===== config.mk =====
export PLATFORM = sky130hd
export DESIGN_NAME = bounded_set_table
export DESIGN_NICKNAME = d
export VERILOG_FILES = /design/src/rtl/bst_pkg.sv /design/src/rtl/bounded_set_table.sv
export SDC_FILE = /design/constraint.sdc
export NUM_CORES = 2
export LEC_CHECK = 0
export BUFFER_PORTS_ARGS = -buffer_cell sky130_fd_sc_hd__buf_2
export CELL_PAD_IN_SITES_DETAIL_PLACEMENT = 0
export CELL_PAD_IN_SITES_GLOBAL_PLACEMENT = 1
export CORE_UTILIZATION = 48
export CTS_CLUSTER_DIAMETER = 80
export CTS_CLUSTER_SIZE = 12
export DETAILED_ROUTE_END_ITERATION = 12
export PLACE_DENSITY = 0.86
export SETUP_SLACK_MARGIN = 0.02
export SLEW_MARGIN = 20
export SYNTH_ARGS = -nofsm -noshare
export SYNTH_HDL_FRONTEND = slang
export SYNTH_SLANG_ARGS = --single-unit

===== constraint.sdc =====
create_clock -name clk -period 4.5 [get_ports clk]
set_input_delay 0.9 -clock clk [delete_from_list [all_inputs] [get_ports clk]]
set_output_delay 0.9 -clock clk [all_outputs]
set_load 0.01 [all_outputs]

===== src/rtl/bst_pkg.sv =====
// Package with the types and constants shared by the bounded set table.
`timescale 1ns / 1ps

package bst_pkg;

	// Widths of the element data and of the fill count.
	localparam int DATA_W = 32;
	localparam int FILL_W = 7;

	// Action codes.
	localparam logic ACT_ADD    = 1'b0;
	localparam logic ACT_REMOVE = 1'b1;

	// Reset value of the capacity register.
	localparam logic [FILL_W-1:0] CAPACITY_RESET = 7'd64;

	// Sequencer states.
	typedef enum logic [2:0] {
		ST_IDLE,
		ST_SRCH_RD,
		ST_SRCH_CMP,
		ST_SHIFT_RD,
		ST_SHIFT_WR,
		ST_APPEND
	} state_t;

endpackage


===== src/rtl/bounded_set_table.sv =====
// Set of distinct signed 32-bit values packed in a table with one read and one write port.
// A failed add (full) or a remove on an empty set is reported in the cycle after start;
// otherwise the search reads and then compares each entry in turn, a remove then shifts each
// later entry down with a read and a write, and the result strobe follows the last step.
// Throughput: one operation at a time; once raised, busy stays high until the result strobe.
// The pace is set by the table's one read port, shared by the search and the shift pass.
// Reset clears the fill count and sets capacity to 64; table contents are not cleared.
`timescale 1ns / 1ps

module bounded_set_table #(
	parameter int DEPTH = 64
) (
	input  logic                          clk,
	input  logic                          arst_n,
	input  logic                          capacity_we,
	input  logic [bst_pkg::FILL_W-1:0]    capacity_wdata,
	input  logic                          start,
	output logic                          busy,
	input  logic                          action,
	input  logic signed [bst_pkg::DATA_W-1:0] value,
	output logic                          done,
	output logic                          ok,
	output logic [bst_pkg::FILL_W-1:0]    size
);

	localparam int AW = (DEPTH > 1) ? $clog2(DEPTH) : 1;
	// Largest fill the counter can reach, bounded by the table depth.
	localparam logic [bst_pkg::FILL_W-1:0] DEPTH_CAP =
		(DEPTH > 127) ? 7'd127 : bst_pkg::FILL_W'(DEPTH);

	bst_pkg::state_t state_q, state_d;

	logic [bst_pkg::FILL_W-1:0] capacity_q;
	logic [bst_pkg::FILL_W-1:0] fill_q, fill_d;
	logic [bst_pkg::FILL_W-1:0] idx_q;
	logic [bst_pkg::FILL_W-1:0] idx_nxt;
	logic [bst_pkg::FILL_W-1:0] limit;
	logic                       act_q;
	logic [bst_pkg::DATA_W-1:0] value_q;
	logic                       accept;

	// Table storage with one write and one registered read port.
	logic [bst_pkg::DATA_W-1:0] mem [DEPTH];
	logic [bst_pkg::DATA_W-1:0] rdata_q;
	logic                       mem_re, mem_we;
	logic [AW-1:0]              mem_raddr, mem_waddr;
	logic [bst_pkg::DATA_W-1:0] mem_wdata;

	// Control strobes from the sequencer.
	logic idx_clr, idx_inc, fill_inc, fill_dec, finish, finish_ok;
	logic done_q, ok_q;
	logic [bst_pkg::FILL_W-1:0] size_q;

	// Limit is the lower of capacity and depth.
	assign limit   = (capacity_q < DEPTH_CAP) ? capacity_q : DEPTH_CAP;
	assign idx_nxt = bst_pkg::FILL_W'(idx_q + 7'd1);
	assign busy    = (state_q != bst_pkg::ST_IDLE);
	assign accept  = start && !busy;

	// Next-state logic.
	always_comb begin
		state_d = state_q;
		unique case (state_q)
			bst_pkg::ST_IDLE: begin
				if (accept) begin
					if (action == bst_pkg::ACT_ADD) begin
						if (fill_q < limit) begin
							state_d = bst_pkg::ST_SRCH_RD;
						end
					end else if (fill_q != '0) begin
						state_d = bst_pkg::ST_SRCH_RD;
					end
				end
			end
			bst_pkg::ST_SRCH_RD: begin
				if (idx_q == fill_q) begin
					state_d = (act_q == bst_pkg::ACT_ADD) ? bst_pkg::ST_APPEND
						: bst_pkg::ST_IDLE;
				end else begin
					state_d = bst_pkg::ST_SRCH_CMP;
				end
			end
			bst_pkg::ST_SRCH_CMP: begin
				if (rdata_q == value_q) begin
					state_d = (act_q == bst_pkg::ACT_ADD) ? bst_pkg::ST_IDLE
						: bst_pkg::ST_SHIFT_RD;
				end else begin
					state_d = bst_pkg::ST_SRCH_RD;
				end
			end
			bst_pkg::ST_SHIFT_RD: begin
				state_d = (idx_nxt == fill_q) ? bst_pkg::ST_IDLE : bst_pkg::ST_SHIFT_WR;
			end
			bst_pkg::ST_SHIFT_WR: begin
				state_d = bst_pkg::ST_SHIFT_RD;
			end
			bst_pkg::ST_APPEND: begin
				state_d = bst_pkg::ST_IDLE;
			end
			default: begin
				state_d = bst_pkg::ST_IDLE;
			end
		endcase
	end

	// Output and datapath control of the sequencer.
	always_comb begin
		mem_re    = 1'b0;
		mem_raddr = AW'(idx_q);
		mem_we    = 1'b0;
		mem_waddr = AW'(idx_q);
		mem_wdata = rdata_q;
		idx_clr   = 1'b0;
		idx_inc   = 1'b0;
		fill_inc  = 1'b0;
		fill_dec  = 1'b0;
		finish    = 1'b0;
		finish_ok = 1'b0;
		unique case (state_q)
			bst_pkg::ST_IDLE: begin
				if (accept) begin
					idx_clr = 1'b1;
					if (action == bst_pkg::ACT_ADD) begin
						finish = !(fill_q < limit);
					end else begin
						finish = (fill_q == '0);
					end
				end
			end
			bst_pkg::ST_SRCH_RD: begin
				if (idx_q == fill_q) begin
					// Not found: a remove fails here, an add goes on to append.
					finish = (act_q == bst_pkg::ACT_REMOVE);
				end else begin
					mem_re = 1'b1;
				end
			end
			bst_pkg::ST_SRCH_CMP: begin
				if (rdata_q == value_q) begin
					if (act_q == bst_pkg::ACT_ADD) begin
						finish    = 1'b1;
						finish_ok = 1'b1;
					end
				end else begin
					idx_inc = 1'b1;
				end
			end
			bst_pkg::ST_SHIFT_RD: begin
				if (idx_nxt == fill_q) begin
					fill_dec  = 1'b1;
					finish    = 1'b1;
					finish_ok = 1'b1;
				end else begin
					mem_re    = 1'b1;
					mem_raddr = AW'(idx_nxt);
				end
			end
			bst_pkg::ST_SHIFT_WR: begin
				mem_we  = 1'b1;
				idx_inc = 1'b1;
			end
			bst_pkg::ST_APPEND: begin
				mem_we    = 1'b1;
				mem_waddr = AW'(fill_q);
				mem_wdata = value_q;
				fill_inc  = 1'b1;
				finish    = 1'b1;
				finish_ok = 1'b1;
			end
			default: begin
				finish = 1'b0;
			end
		endcase
	end

	// New fill count after this cycle.
	always_comb begin
		fill_d = fill_q;
		if (fill_inc) begin
			fill_d = bst_pkg::FILL_W'(fill_q + 7'd1);
		end else if (fill_dec) begin
			fill_d = bst_pkg::FILL_W'(fill_q - 7'd1);
		end
	end

	// Control registers.
	always_ff @(posedge clk or negedge arst_n) begin
		if (!arst_n) begin
			state_q    <= bst_pkg::ST_IDLE;
			capacity_q <= bst_pkg::CAPACITY_RESET;
			fill_q     <= '0;
			done_q     <= 1'b0;
		end else begin
			state_q <= state_d;
			fill_q  <= fill_d;
			done_q  <= finish;
			if (capacity_we) begin
				capacity_q <= capacity_wdata;
			end
		end
	end

	// Operand, index and result registers.
	always_ff @(posedge clk) begin
		if (accept) begin
			act_q   <= action;
			value_q <= value;
		end
		if (idx_clr) begin
			idx_q <= '0;
		end else if (idx_inc) begin
			idx_q <= idx_nxt;
		end
		if (finish) begin
			ok_q   <= finish_ok;
			size_q <= fill_d;
		end
	end

	// Table write and registered read.
	always_ff @(posedge clk) begin
		if (mem_we) begin
			mem[mem_waddr] <= mem_wdata;
		end
		if (mem_re) begin
			rdata_q <= mem[mem_raddr];
		end
	end

	assign done = done_q;
	assign ok   = ok_q;
	assign size = size_q;

	// The fill count never passes the table depth.
	a_fill_bound: assert property (@(posedge clk) disable iff (!arst_n)
		fill_q <= DEPTH_CAP)
		else $error("fill count beyond table depth");

	// The reported size is the fill count left by the transfer.
	a_size_match: assert property (@(posedge clk) disable iff (!arst_n)
		done |-> (size == fill_q))
		else $error("reported size differs from fill count");

	// The fill count changes only with a result.
	a_fill_moves: assert property (@(posedge clk) disable iff (!arst_n)
		(fill_q != $past(fill_q)) |-> done)
		else $error("fill count changed without a result");

	// An accepted operation keeps the block busy or reports at once.
	a_accept_busy: assert property (@(posedge clk) disable iff (!arst_n)
		accept |=> (busy || done))
		else $error("accepted operation lost");

	// A result is raised only when the sequencer is back at rest.
	a_done_idle: assert property (@(posedge clk) disable iff (!arst_n)
		done |-> !busy)
		else $error("result raised while busy");

endmodule


After elaboration in Yosys (flattened, before gate mapping)
Memory sizes are Yosys's and may differ from the RTL's. A register that Yosys moved wholly into a read port is not among the register bits. Cells that the tools add are included.

Bits in registers: 66. Bits in writable memories: 2048. Input bits: 44. Output and inout bits: 10. Memories: 1.

$add $sub $neg: 3. Order comparisons: 2. Equality and inequality tests: 11. Mux-type cells: 37. Reduce and logical (&&, ||, !) cells: 9.

Memory list: mem (depth 64, bits a word 32, rd ports 1, clocked after memory_dff 1, write ports 1, line bounded_set_table.sv:43) `logic [bst_pkg::DATA_W-1:0] mem [DEPTH];`.

Operators by type and width (number): $eq 32x32->1 (1); $mux 32 (1); $mux 3 (7); $mux 7 (3); $mux 6 (3); $mux 1 (16); $pmux 3 s5 (1); $add 7x1->7 const B (2); $eq 7x7->1 (2); $logic_not 7->1 (1); $lt 7x7->1 (1); $lt 7x7->1 const B (1); $reduce_bool 7->1 (1); $sub 7x1->7 const B (1); $eq 3x2->1 const B (2); $eq 3x3->1 const B (2); $ne 3x3->1 const B (2); $pmux 1 s5 (1); $mux 2 (2); $pmux 1 s2 (2); $eq 3x1->1 const B (1); $logic_not 3->1 (1); $pmux 1 s3 (1); $reduce_and 3->1 (1); other kinds (5) (6).

Depth between registers and ports, before layout
Depth after elaboration: 7. Mapped depth: 16. Depth with buffers taken out: 13.

Least setup slack after synthesis
Ideal clock, no wire load.

Path kind: register to register. Start point: reg idx_q[0] (netlist bit). End point: reg rdata_q[0] (netlist bit), read port of mem, enable pin. Arrival time: 4.375 ns. Slack: -0.345 ns. Cell stages (with the launch flop): 10. Path buffers: 4. Period minus slack after synthesis: 4.845 ns. Cell sequence: dfxtp_1 ha_1 clkbuf_1 xor2_1 nor4_4 o2111a_1 buf_4 buf_1 buf_2 a211oi_1.

Longest elaborated chain between the ends: 4. Elaborated cells on any way between the ends: 8. Classes of those cells: add/sub (1); eq/ne (2); mux (5).

Ends and longest elaborated chain: start: declaration (line bounded_set_table.sv:35) `logic [bst_pkg::FILL_W-1:0] idx_q;`; start signal: assignment (line bounded_set_table.sv:212) `idx_q <= idx_nxt;`; $add 7x1->7 (line bounded_set_table.sv:56) `assign idx_nxt = bst_pkg::FILL_W'(idx_q + 7'd1);`; via idx_nxt (one bit) (line bounded_set_table.sv:36) `logic [bst_pkg::FILL_W-1:0] idx_nxt;`; $eq 7x7->1 (line bounded_set_table.sv:149) `if (idx_nxt == fill_q) begin`; $mux 1 (line bounded_set_table.sv:149); $pmux 1 s2 (line bounded_set_table.sv:119) `unique case (state_q)`; via mem_re (line bounded_set_table.sv:45) `logic mem_re, mem_we;`; end: declaration (line bounded_set_table.sv:44) `logic [bst_pkg::DATA_W-1:0] rdata_q;`.

The timed path passes the listed nets, and every way through them passes these cells. A chain may end at the register's enable or synchronous reset.

Final worst setup path
Start point: reg fill_q[6] (netlist bit). End point: reg rdata_q[2] (netlist bit), read port of mem, data pin.

Longest elaborated chain between the ends: 3. Elaborated cells on any way between the ends: 7. Classes of those cells: eq/ne (2); mux (5).

Ends and longest elaborated chain: start: declaration (line bounded_set_table.sv:34) `logic [bst_pkg::FILL_W-1:0] fill_q, fill_d;`; start signal: assignment (line bounded_set_table.sv:195) `fill_q <= fill_d;`; $eq 7x7->1 (on tied branches) (line bounded_set_table.sv:149, bounded_set_table.sv:131); $mux 1, or another cell as far along (line bounded_set_table.sv:149); $pmux 1 s2 or $mux 6 (tied branches) (line bounded_set_table.sv:119).

Parallel ways exist; a longest one is shown, timed or not.

==> results.json <==
{
  "multi_input_area_mm2": 0.0348,
  "postSynthCellCount": 7514,
  "synth_edf_count": 2121,
  "clk_path_buf_depth": 3,
  "dieArea_mm2": 0.212,
  "worst_setup_path_start_kind": "register",
  "fin_area_mm2": 0.114,
  "clock_latency_ns": 0.88,
  "power_density_mw_per_mm2": 628,
  "grt_max_degree": 167,
  "hp-class": "in -> reg",
  "synth_nets": 7567,
  "period_share_pct": 99.8,
  "grt_pass1_wl_um": 463000,
  "wl_per_cell_um": 31.0,
  "cp.arrival_ns": 5.17,
  "fin_util_pct": 54.4,
  "status": "finished with violations",
  "portBuffers": 53,
  "ant_nets": 0,
  "place_hpwl_um": 195000,
  "grt.total_usage_pct": 29.9,
  "drive_above_1_share_pct": 13.4,
  "cts.sinks": 2146,
  "synthArstFlopShare_pct": 0.839,
  "htreeDepth": 4,
  "nNetsFinal": 7658,
  "fp.dieW_um": 461,
  "rsz0062_at_grt": "true",
  "tightest_slew_ns": 1.21,
  "antenna_found_initial": 14,
  "grt-ovfl-total": 0,
  "drv_slew": 0,
  "grt_pass1_vias": 69100,
  "drt_iter0_drc": 9042,
  "instances_no_fill": 10400,
  "place_area_mm2": 0.108,
  "synthFlopType": "edfxtp_1",
  "finalClockSkew_ns": 0.0410,
  "viasPerCell": 6.86,
  "finalWirelength_um": 323000,
  "core-area_mm2": 0.209,
  "fillers": 16500,
  "gp_congestion": 0.944,
  "drc_errors": 6,
  "syn_area_mm2": 0.101,
  "clk_pin_slew_ns": 0.06,
  "p_clk_share_pct": 21.1,
  "max_slew_margin_pct": 19.5,
  "power.leakage_nw": 36.3,
  "start_util_pct": 48.2,
  "avgSynthCellArea_um2": 13.4,
  "ir_worst_vdd_uv": 709,
  "clock.fmax_ghz": 0.223,
  "power.internal_mw": 43.9,
  "crit_type": "reg -> reg",
  "regArea_mm2": 0.0643,
  "cts_tree": "done",
  "via_count": 71600,
  "clock-root-buffer": "clkbuf_16",
  "pwr-share-comb_pct": 41.4,
  "io_pins": 54,
  "power_frac_seq_pct": 37.5,
  "fin_crit_ns": 4.49,
  "dp.cells": 10200,
  "rows": 168,
  "swShare_pct": 38.6,
  "first_pass_iters": 12,
  "die_height_um": 461,
  "area_growth_pct": 12.7,
  "tns_ns": 0,
  "whs_ns": 0.202,
  "cap_violations": 0,
  "numCtsBuffers": 199,
  "setup_violations": 0,
  "switchingPower_mw": 27.6,
  "crit_fanout": 33,
  "ys.warnings.count": 0,
  "failed_checks": "DRC",
  "ys_ff_latch": 2146,
  "ys_types": 74,
  "end_kind": "register",
  "seq_area_frac_synth_pct": 63.6,
  "finalHoldViolations": 0,
  "worst_ep_required_time_ns": 5.17
}
## placed cells by master (no fill, tap or decap), drive strengths merged, types with 9 or more instances in the layout
cell,instances
o21ai,183
o2111ai,31
o22ai,576
clkinv,16
nor4,15
xnor2,42
xor2,16
o41ai,25
o311ai,92
nand3,144
nor2b,185
nand4,101
o22a,31
edfxtp,2121
o31ai,62
a31oi,43
mux4,35
ha,9
nand2,639
a221o,13
nor2,160
a311oi,58
inv,13
mux2,73
a32o,18
o211ai,21
buf,539
o21a,11
or3,184
mux2i,1158
a211oi,230
a32oi,47
a21oi,172
dfrtp,17
a221oi,54
o311a,23
nor3,137
o221ai,56
clkbuf,210
## through the flow
stage	setup slack, ns	total power [mW]
detailed placement	-0.230	55.8
floorplan	0.318	44.7
CTS	0.0327	70.7
global route	-0.00844	73.6
global placement	-0.278	55.0
finish	0.00903	71.5
## sequential cells by signal, indices dropped and copies added, names as in the netlist, 3 cells and up
signal and flops:
mem 2048, rdata_q 32, value_q 32, capacity_q 7
fill_q 7, idx_q 7, size 7, state_q 3
## synth_stat cells (all sizes together) (47+ instances only)
cell type  count  area, um2
a211oi       230       1730
a21oi        172        861
a221oi        54        473
a311oi        58        521
a32oi         47        412
buf          270       1320
clkbuf       382       1430
edfxtp      2121      63700
mux2          73        822
mux2i       1158      11600
nand2        639       2400
nand3        144        721
nand4        101        632
nor2         160        601
nor2b        185       1160
nor3         137        691
o21ai        183        950
o221ai        56        490
o22ai        576       3600
o311ai        92        806
o31ai         62        465
or3          184       1150
## metal layers
| metal | GRT usage, % | wire (um) | share of wire, % |
|---|---|---|---|
| met4 | 15.7 | 18800 | 5.8 |
| met5 | 0 | 77 | 0.024 |
| met2 | 45.8 | 144000 | 45 |
| met3 | 7.09 | 40100 | 12 |
| met1 | 39.5 | 120000 | 37 |
## critical path: stages, from the launching register on
cell,delay (ns)
dfrtp_1,0.49
xnor2_4,0.30
nor2_1,0.11
nor4_4,0.40
o2111a_2,0.36
buf_4,0.19
o21ai_4,0.07
buf_4,0.17
buf_4,0.15
a21oi_4,0.22
buf_12,0.29
a32oi_1,0.15
nand4_1,0.50
nand4_1,0.53
o41ai_2,0.34
## worst paths after layout
check	startpoint	to	slack [ns]	depth (start not counted)
worst max-delay path	fill_q[6]$_DFF_PN0_	rdata_q[2]$_DFFE_PP_	0.009	14
worst min-delay path	value[1]	value_q[1]$_DFFE_PP_	0.20	1
min in group asynchronous	arst_n	state_q[1]$_DFFE_PN0P_	0.51	2
max in group asynchronous	arst_n	capacity_q[6]$_DFFE_PN1P_	3.66	2
worst max register to register	fill_q[6]$_DFF_PN0_	rdata_q[2]$_DFFE_PP_	0.009	14
worst min register to register	capacity_q[4]$_DFFE_PN0P_	capacity_q[4]$_DFFE_PN0P_	0.52	1
## power by group through the flow
stage          clock network, mW  registers, mW  logic [mW]
2_1_floorplan                  0           26.9        17.8
3_3_place_gp                   0           27.1        27.9
3_5_place_dp                   0           27.1        28.6
4_1_cts                     15.1           26.7        28.9
5_1_grt                     15.8           26.8        31.0
6_report                    15.1           26.8        29.6
## cells by family after synthesis
logic type	share of synthesized area, %
flops	63.6
compound gates	12.3
simple gates	7.57
mux	13.1
buf+inv	2.77
xor+xnor	0.503
fa+ha+maj	0.111
## final cells by class
class	instances	share of cell area (%)
flip-flops and latches	2146	56.5
multi-input cells	4705	30.6
repair buffers	542	5.12
clock buffers	210	4.41
well taps	2805	3.08
clock inverters	19	0.270
inverters	11	0.0429
diodes	7	0.0154
## timing repair
action,4_1_cts,5_1_grt
resized for setup,10,20
endpoints found under the hold margin,17,0
pin swaps,5,7
hold buffers,1,0
gates cloned,2,0
setup buffers,7,4
endpoints found under the setup margin,13,12
(Power assumes the default switching activity.)
